## src/rtl/mpq_pkg.sv

```systemverilog
// ----------------------------------------------------------------------------
// mpq_pkg
// Shared types and constants for the max priority queue.
// ----------------------------------------------------------------------------
package mpq_pkg;

    localparam int DEFAULT_CAPACITY = 16;
    localparam int VALUE_W          = 8;
    localparam int COUNT_FIELD_W    = 5;

    localparam logic OP_INSERT = 1'b0;
    localparam logic OP_REMOVE = 1'b1;

    typedef struct packed {
        logic               opcode;
        logic [VALUE_W-1:0] item_value;
    } mpq_cmd_t;

    typedef struct packed {
        logic [VALUE_W-1:0]       removed_value;
        logic                     removed_valid;
        logic                     refused;
        logic [COUNT_FIELD_W-1:0] entry_count;
    } mpq_rsp_t;

    typedef struct packed {
        logic               insert_en;
        logic               remove_en;
        logic [VALUE_W-1:0] value;
    } mpq_cell_ctrl_t;

endpackage

```

## src/rtl/mpq_cell.sv

```systemverilog
// ----------------------------------------------------------------------------
// mpq_cell
// One entry of the sorted chain: compare against the broadcast value and
// keep, load, or take a neighbor's entry.
// ----------------------------------------------------------------------------
module mpq_cell
    import mpq_pkg::*;
(
    input  logic               clk,
    input  mpq_cell_ctrl_t     ctrl,
    input  logic               occupied,
    input  logic [VALUE_W-1:0] left_value,
    input  logic               left_ge,
    input  logic [VALUE_W-1:0] right_value,
    output logic [VALUE_W-1:0] value,
    output logic               ge
);

    logic [VALUE_W-1:0] value_reg;
    logic [VALUE_W-1:0] value_next;

    assign ge    = occupied && (value_reg >= ctrl.value);
    assign value = value_reg;

    always_comb
    begin
        value_next = value_reg;
        if (ctrl.insert_en)
        begin
            if (ge)
            begin
                value_next = value_reg;
            end
            else if (left_ge)
            begin
                value_next = ctrl.value;
            end
            else
            begin
                value_next = left_value;
            end
        end
        else if (ctrl.remove_en)
        begin
            value_next = right_value;
        end
    end

    always_ff @(posedge clk)
    begin
        value_reg <= value_next;
    end

endmodule

```

## src/rtl/max_priority_queue.sv

```systemverilog
// ----------------------------------------------------------------------------
// max_priority_queue
// Bounded multiset of 8-bit values with insert and remove-largest.
// ----------------------------------------------------------------------------
// The block takes one transaction in every clock cycle: busy never rises, and
// the result of a transaction accepted at one edge is on rsp with done high for
// the following cycle. Entries live in a row of cells kept in descending
// order; each transaction is one parallel compare in every cell followed by a
// one-place shift of the chain. An insert into a full queue or a removal from
// an empty one is refused and leaves the contents unchanged. The receiver
// cannot stall results.
module max_priority_queue
    import mpq_pkg::*;
#(
    parameter int CAPACITY = DEFAULT_CAPACITY
)
(
    input  logic     clk,
    input  logic     rst_n,
    input  logic     start,
    output logic     busy,
    input  mpq_cmd_t cmd,
    output logic     done,
    output mpq_rsp_t rsp
);

    localparam int CNT_W = $clog2(CAPACITY + 1);

    logic [CNT_W-1:0] count_reg;
    logic [CNT_W-1:0] count_next;
    logic             done_reg;
    mpq_rsp_t         rsp_reg;
    mpq_rsp_t         rsp_next;

    logic             accept;
    logic             is_full;
    logic             is_empty;
    logic             insert_ok;
    logic             remove_ok;
    mpq_cell_ctrl_t   cell_ctrl;

    logic [VALUE_W-1:0] cell_value [CAPACITY];
    logic               cell_ge    [CAPACITY];

    assign busy     = 1'b0;
    assign accept   = start && !busy;
    assign is_full  = (count_reg == CNT_W'(CAPACITY));
    assign is_empty = (count_reg == '0);
    assign insert_ok = accept && (cmd.opcode == OP_INSERT) && !is_full;
    assign remove_ok = accept && (cmd.opcode == OP_REMOVE) && !is_empty;

    assign cell_ctrl.insert_en = insert_ok;
    assign cell_ctrl.remove_en = remove_ok;
    assign cell_ctrl.value     = cmd.item_value;

    genvar gi;
    generate
        for (gi = 0; gi < CAPACITY; gi++)
        begin : g_cell
            logic [VALUE_W-1:0] left_value;
            logic               left_ge;
            logic [VALUE_W-1:0] right_value;

            if (gi == 0)
            begin : g_head
                assign left_value = '0;
                assign left_ge    = 1'b1;
            end
            else
            begin : g_body
                assign left_value = cell_value[gi-1];
                assign left_ge    = cell_ge[gi-1];
            end

            if (gi == CAPACITY - 1)
            begin : g_tail
                assign right_value = cell_value[gi];
            end
            else
            begin : g_inner
                assign right_value = cell_value[gi+1];
            end

            mpq_cell u_cell (
                .clk         (clk),
                .ctrl        (cell_ctrl),
                .occupied    (CNT_W'(gi) < count_reg),
                .left_value  (left_value),
                .left_ge     (left_ge),
                .right_value (right_value),
                .value       (cell_value[gi]),
                .ge          (cell_ge[gi])
            );
        end
    endgenerate

    always_comb
    begin
        count_next = count_reg;
        if (insert_ok)
        begin
            count_next = count_reg + 1'b1;
        end
        else if (remove_ok)
        begin
            count_next = count_reg - 1'b1;
        end
    end

    always_comb
    begin
        rsp_next.removed_value = remove_ok ? cell_value[0] : '0;
        rsp_next.removed_valid = remove_ok;
        rsp_next.refused       = accept && !insert_ok && !remove_ok;
        rsp_next.entry_count   = COUNT_FIELD_W'(count_next);
    end

    always_ff @(posedge clk or negedge rst_n)
    begin
        if (!rst_n)
        begin
            count_reg <= '0;
            done_reg  <= 1'b0;
        end
        else
        begin
            count_reg <= count_next;
            done_reg  <= accept;
        end
    end

    always_ff @(posedge clk)
    begin
        if (accept)
        begin
            rsp_reg <= rsp_next;
        end
    end

    assign done = done_reg;
    assign rsp  = rsp_reg;

`ifndef SYNTHESIS
    a_count_bound: assert property (@(posedge clk) disable iff (!rst_n)
        count_reg <= CNT_W'(CAPACITY))
        else $error("occupancy above capacity");

    a_done_follows: assert property (@(posedge clk) disable iff (!rst_n)
        accept |=> done)
        else $error("accepted transaction without result");

    a_flags_exclusive: assert property (@(posedge clk) disable iff (!rst_n)
        done |-> !(rsp.removed_valid && rsp.refused))
        else $error("removal both valid and refused");

    a_remove_count: assert property (@(posedge clk) disable iff (!rst_n)
        (done && rsp.removed_valid) |-> (count_reg + 1'b1 == $past(count_reg)))
        else $error("removal did not drop occupancy by one");
`endif

endmodule
```

## config.mk

```make
export PLATFORM = sky130hd
export DESIGN_NAME = max_priority_queue
export DESIGN_NICKNAME = d
export VERILOG_FILES = /design/src/rtl/mpq_pkg.sv /design/src/rtl/mpq_cell.sv /design/src/rtl/max_priority_queue.sv
export SDC_FILE = /design/constraint.sdc
export NUM_CORES = 1
export LEC_CHECK = 0
export BUFFER_PORTS_ARGS = -buffer_cell sky130_fd_sc_hd__buf_2
export CAP_MARGIN = 15
export CELL_PAD_IN_SITES_DETAIL_PLACEMENT = 1
export CELL_PAD_IN_SITES_GLOBAL_PLACEMENT = 1
export CORE_MARGIN = 2
export CORE_UTILIZATION = 50
export DETAILED_ROUTE_END_ITERATION = 12
export GPL_TIMING_DRIVEN = 0
export PLACE_DENSITY = 0.89
export SYNTH_ARGS = -nofsm -noshare
export SYNTH_HDL_FRONTEND = slang
export SYNTH_SLANG_ARGS = --single-unit
export TNS_END_PERCENT = 5
```

## constraint.sdc

```tcl
create_clock -name clk -period 3.2 [get_ports clk]
set_input_delay 0.48 -clock clk [delete_from_list [all_inputs] [get_ports clk]]
set_output_delay 0.48 -clock clk [all_outputs]
set_load 0.02 [all_outputs]
```

Word-level counts from Yosys, hierarchy flattened

Cells that the tools add are included.

Output and inout port bits: 17
Input bits: 12
Logic and storage cells: 180
Register bits after elaboration: 149

Add/subtract/negate cells: 2
Mux-type cells: 62
Magnitude comparators: 32
Equal/unequal tests: 16
Reductions and logical operators: 44
Bitwise logic cells: 2

Operator list:

| cell                                                                 | number |
|---|---|
| 8-bit two-way mux                                                    | 60 |
| 8-bit >= comparator                                                  | 16 |
| 4-bit by 5-bit < comparator with 1-bit output (first input constant) | 8 |
| 2-bit AND reduction                                                  | 16 |
| 2-bit != test (second input constant)                                | 15 |
| 1-bit logical AND                                                    | 22 |
| 3-bit by 5-bit < comparator with 1-bit output (first input constant) | 4 |
| 1-bit by 5-bit < comparator with 1-bit output (first input constant) | 2 |
| 2-bit by 5-bit < comparator with 1-bit output (first input constant) | 2 |
| 5-bit two-way mux                                                    | 2 |
| 5-bit by 1-bit adder with 5-bit output (second input constant)       | 1 |
| 5-bit equality test (second input constant)                          | 1 |
| 5-bit zero test                                                      | 1 |
| 5-bit by 1-bit subtractor with 5-bit output (second input constant)  | 1 |
| 1-bit zero test                                                      | 4 |
| 1-bit inverter                                                       | 2 |
| 2-bit nonzero test                                                   | 1 |

Logic depth before layout (Yosys ltp)

Depth after elaboration: 6
Gate-level depth with buffers: 8
Gate-level depth less buffers: 7

Hierarchy

Synthesis repeated with hierarchy kept, for this count alone.

Cell total of the unflattened synthesis: 1131
Area total of the unflattened synthesis: 11487.3 µm²

Modules (own cells, without submodules):

| module             | cells each | seq. area each (µm²) | instances | area each (µm²) |
|---|---|---|---|---|
| mpq_cell           | 64         | 240.2                | 16        | 646.9 |
| max_priority_queue | 107        | 600.6                | 1         | 1137.3 |

Least setup slack after synthesis

Ideal clock, no wire load.

Path kind: input to register
Start: in cmd[6] in the netlist's numbering
End: reg g_cell[7].u_cell.value_reg[0] (enable)
Required time: 2816 ps
Data arrival time: 2518 ps
Setup slack: 298 ps
Path buffers: 1
Stages: 7
Library setup time: 384 ps
Cells stage by stage: inv_1 -> ha_1 -> and3_1 -> a221oi_1 -> o22ai_1 -> buf_2 -> o21ai_0

Word-level cells in the longest chain between the ends: 4

RTL lines:

| element                       | RTL line                 | RTL |
|---|---|---|
| start, declared               | max_priority_queue.sv:22 | `input mpq_cmd_t cmd,` |
| 8-bit >= comparator           | mpq_cell.sv:22           | `assign ge = occupied && (value_reg >= ctrl.value);` |
| 1-bit logical AND             | mpq_cell.sv:22           |  |
| 2-bit != test (no line)       | n/a                      |  |
| 2-bit AND reduction (no line) | n/a                      |  |
| end signal, assigned          | mpq_cell.sv:51           | `value_reg <= value_next;` |
| end, declared                 | mpq_cell.sv:19           | `logic [VALUE_W-1:0] value_reg;` |

Every way passes these cells.
A chain may end at the register's enable or synchronous reset.

Worst setup path after layout

Start: in cmd[4] in the netlist's numbering
End: reg g_cell[1].u_cell.value_reg[1] (enable)

Word-level cells in the longest chain between the ends: 4

RTL lines:

| element                       | RTL line |
|---|---|
| 8-bit >= comparator           | mpq_cell.sv:22 |
| 1-bit logical AND             | mpq_cell.sv:22 |
| 2-bit != test (no line)       | n/a |
| 2-bit AND reduction (no line) | n/a |
| end signal, assigned          | mpq_cell.sv:51 |
| end, declared                 | mpq_cell.sv:19 |

Every way passes these cells.

==> impl_metrics.env <==
export IMPL_status="complete, no violations"
export IMPL_place_ws_ps=-901
export IMPL_cts_inserted_buffers=17
export IMPL_layout_common_cells="143 x edfxtp_1, 134 x o21ai_0, 132 x ha_1"
export IMPL_reg2reg_from="count_reg[0]"
export IMPL_critical_path_arrival_ps=3180
export IMPL_crit_chain="buf_2 > inv_1 > ha_1 > a21o_1 > a221oi_1 > o21a_1 > o21ai_0 > nand2_1"
export IMPL_grt_first_pass_wirelength_um=58400
export IMPL_critPathMaxFanout=17
export IMPL_yosysUniqueCellTypes=43
export IMPL_hpwl_um=25600
export IMPL_grt_start_max_net_pins=24
export IMPL_grt_pass1_vias=10100
export IMPL_cts_path_max_buffers=2
export IMPL_rsz0062_at_grt="false"
export IMPL_cp_buffers_inverters=2
export IMPL_grt_overflow_total=0
export IMPL_cp_required_ps=3310
export IMPL_finalHoldViolCount=0
export IMPL_gp_congestion=0.890
export IMPL_timing_final_ws_setup_ps=133
export IMPL_synth_top_cell_area_share_pct=41.4
export IMPL_io_pins=29
export IMPL_synth_area_leaders="edfxtp_1 41%, ha_1 16%, a31oi_1 7.2%"
export IMPL_reg2reg_slack_ps=140
export IMPL_largest_reg_flops=128
export IMPL_ys_seq_area_share_pct=42.9
export IMPL_antenna_found_initial=0
export IMPL_fin_skew_ps=11.5
export IMPL_start_util_pct=51.1
export IMPL_fin_crit_sh_pct=95.8
export IMPL_die_h_um=148
export IMPL_drt_pass1_iterations=6
export IMPL_hold_path_depth=1
export IMPL_slew_headroom_pct=26.8
export IMPL_cpLargestDelayFamily="compound AO/OA/AOI/OAI gates"
export IMPL_drt_iter0_markers=1119
export IMPL_syn_cell_area_mm2=0.0104
export IMPL_p_leak_nw=4.57
export IMPL_hp_start="start"
export IMPL_grt_usage_pct=35.2
export IMPL_fp_row_count=52
export IMPL_reg2reg_depth=7
export IMPL_worstMarginPinSlew_ps=1090
export IMPL_synth_nets=1210
export IMPL_drv_cap=0
export IMPL_layout_commonest_cell="edfxtp_1"
export IMPL_wl_um=39500
export IMPL_n_antenna_cell=0
export IMPL_core_mm2=0.0203
export IMPL_die_x_um=148
export IMPL_hold_end="done"
export IMPL_nNetsFinal=1274
export IMPL_place_area_mm2=0.0108
export IMPL_synth_top_cell_by_area="edfxtp_1"
export IMPL_synth_edf_count=143
export IMPL_path_class="in2reg"
export IMPL_h_tree_depth=4
export IMPL_clk_latency_ps=450
export IMPL_drt_antenna_violating_nets=0
export IMPL_drive_above_1_share_pct=10.1
export IMPL_cts_tree="done"
export IMPL_r2r_end="g_cell[0].u_cell.value[2]"
export IMPL_crit_path_end_kind="register"
export IMPL_avgSynthCellArea_um2=9.73
export IMPL_power_density_mw_per_mm2=792
export IMPL_ys_flop_type="edfxtp_1"
export IMPL_synth_seq_cells=149
export IMPL_drv_slew=0
export IMPL_ys_warn_count=0
export IMPL_finalSetupViolCount=0
export IMPL_root_buffer="clkbuf_16"
export IMPL_max_stage_delay_ps=530
export IMPL_design_area_mm2=0.0116
export IMPL_start_kind="primary input"
export IMPL_num_vias=10000
export IMPL_clkTransAtPathRegs_ps=60
export IMPL_min_period_ps=3070
export IMPL_hold_class="in2reg"
export IMPL_ys_async_sr_fraction_pct=4.03
export IMPL_ir_drop_v=0.000363
export IMPL_synthCells=1066
export IMPL_avgRoutedWirePerCell_um=28.0
export IMPL_cts_num_sinks=149
export IMPL_via_per_inst=7.10
export IMPL_die_area_mm2=0.0219
export IMPL_areaGrowthSynthToFinish_pct=12.3
export IMPL_drc=0
export IMPL_max_freq_mhz=326
export IMPL_io_buffers=27
export IMPL_critPathSlowestCell="inv_1"
## metrics by stage
stage / power, mW / hold slack (ps) / setup TNS [ps] / util [%] / cells
2_1_floorplan: 5.53 / 184 / 0 / - / 1066
5_1_grt: 9.58 / 415 / 0 / 57.4 / 1413
3_5_place_dp: 6.72 / 323 / -70290 / 53.4 / 1363
3_3_place_gp: 6.48 / 320 / -60570 / 53.4 / 1363
4_1_cts: 8.96 / 388 / -480 / 57.0 / 1406
6_report: 9.22 / 397 / 0 / 57.4 / 1413
## how the worst max path moves through the flow
stage | from | end | slack, ps | depth (start not counted)
detailed placement | cmd[5] | g_cell[7].u_cell.value[0] | -900 | 8
global route | cmd[4] | g_cell[13].u_cell.value[1] | 10 | 8
global placement | cmd[1] | g_cell[7].u_cell.value[2] | -770 | 8
floorplan | cmd[6] | g_cell[7].u_cell.value[0] | 300 | 7
CTS | cmd[2] | g_cell[0].u_cell.value[0] | -20 | 8
finish | cmd[4] | g_cell[1].u_cell.value[1] | 130 | 8
## layer usage
metal  part of all wire, %  GRT usage (%)  wire length [um]  up-vias
met1                    38           43.7             14900     4896
met2                    46           57.6             18300      688
met4                   5.7           18.7              2270        0
met5                     0              0                 0        -
met3                    10           7.75              4060      175
li1                      -              -                 -     4277
## cell families after synthesis
group | Yosys count | share of synthesized area [%]
xor+xnor | 4 | 0.338
flops | 149 | 42.9
other cells | 1 | 0.0362
compound gates | 375 | 22.3
simple gates | 310 | 13.7
fa+ha+maj | 132 | 15.9
mux | 16 | 1.64
buf+inv | 79 | 3.20
## synthesized netlist by cell type (20+ instances only)
library cell and instances:
edfxtp_1 143, o21ai_0 136, ha_1 132, nor2_1 122
a31oi_1 119, nand3_1 109, nand2_1 32, inv_1 27
buf_2 25, a21o_1 24, clkbuf_1 23, and2_1 21
a21oi_1 20
## report_power, final
| part | total, mW | switching (mW) | internal [mW] |
|---|---|---|---|
| clock | 2.15 | 0.862 | 1.29 |
| sequential | 3.24 | 0.443 | 2.80 |
| combinational | 3.83 | 2.62 | 1.20 |
| total | 9.22 | 3.93 | 5.29 |
## final cells by class
| cell class | instances | area, um2 |
|---|---|---|
| Fill cell | 2293 | 8650 |
| Multi-Input combinational cell | 838 | 5610 |
| Sequential cell | 149 | 4440 |
| Clock buffer | 23 | 478 |
| Tap cell | 270 | 338 |
| Timing Repair Buffer | 45 | 298 |
| Buffer | 52 | 230 |
| Clock inverter | 9 | 129 |
| Inverter | 27 | 120 |
## timing repair
item | 4_1_cts | 5_1_grt
buffers inserted | 10 | 7
hold endpoints to repair | 6 | 0
endpoints found under the setup margin | 80 | 126
gates resized for setup | 6 | 3
hold buffers | 1 | 0
pin swaps | 0 | 1
Power figures use the tool's default switching activity.
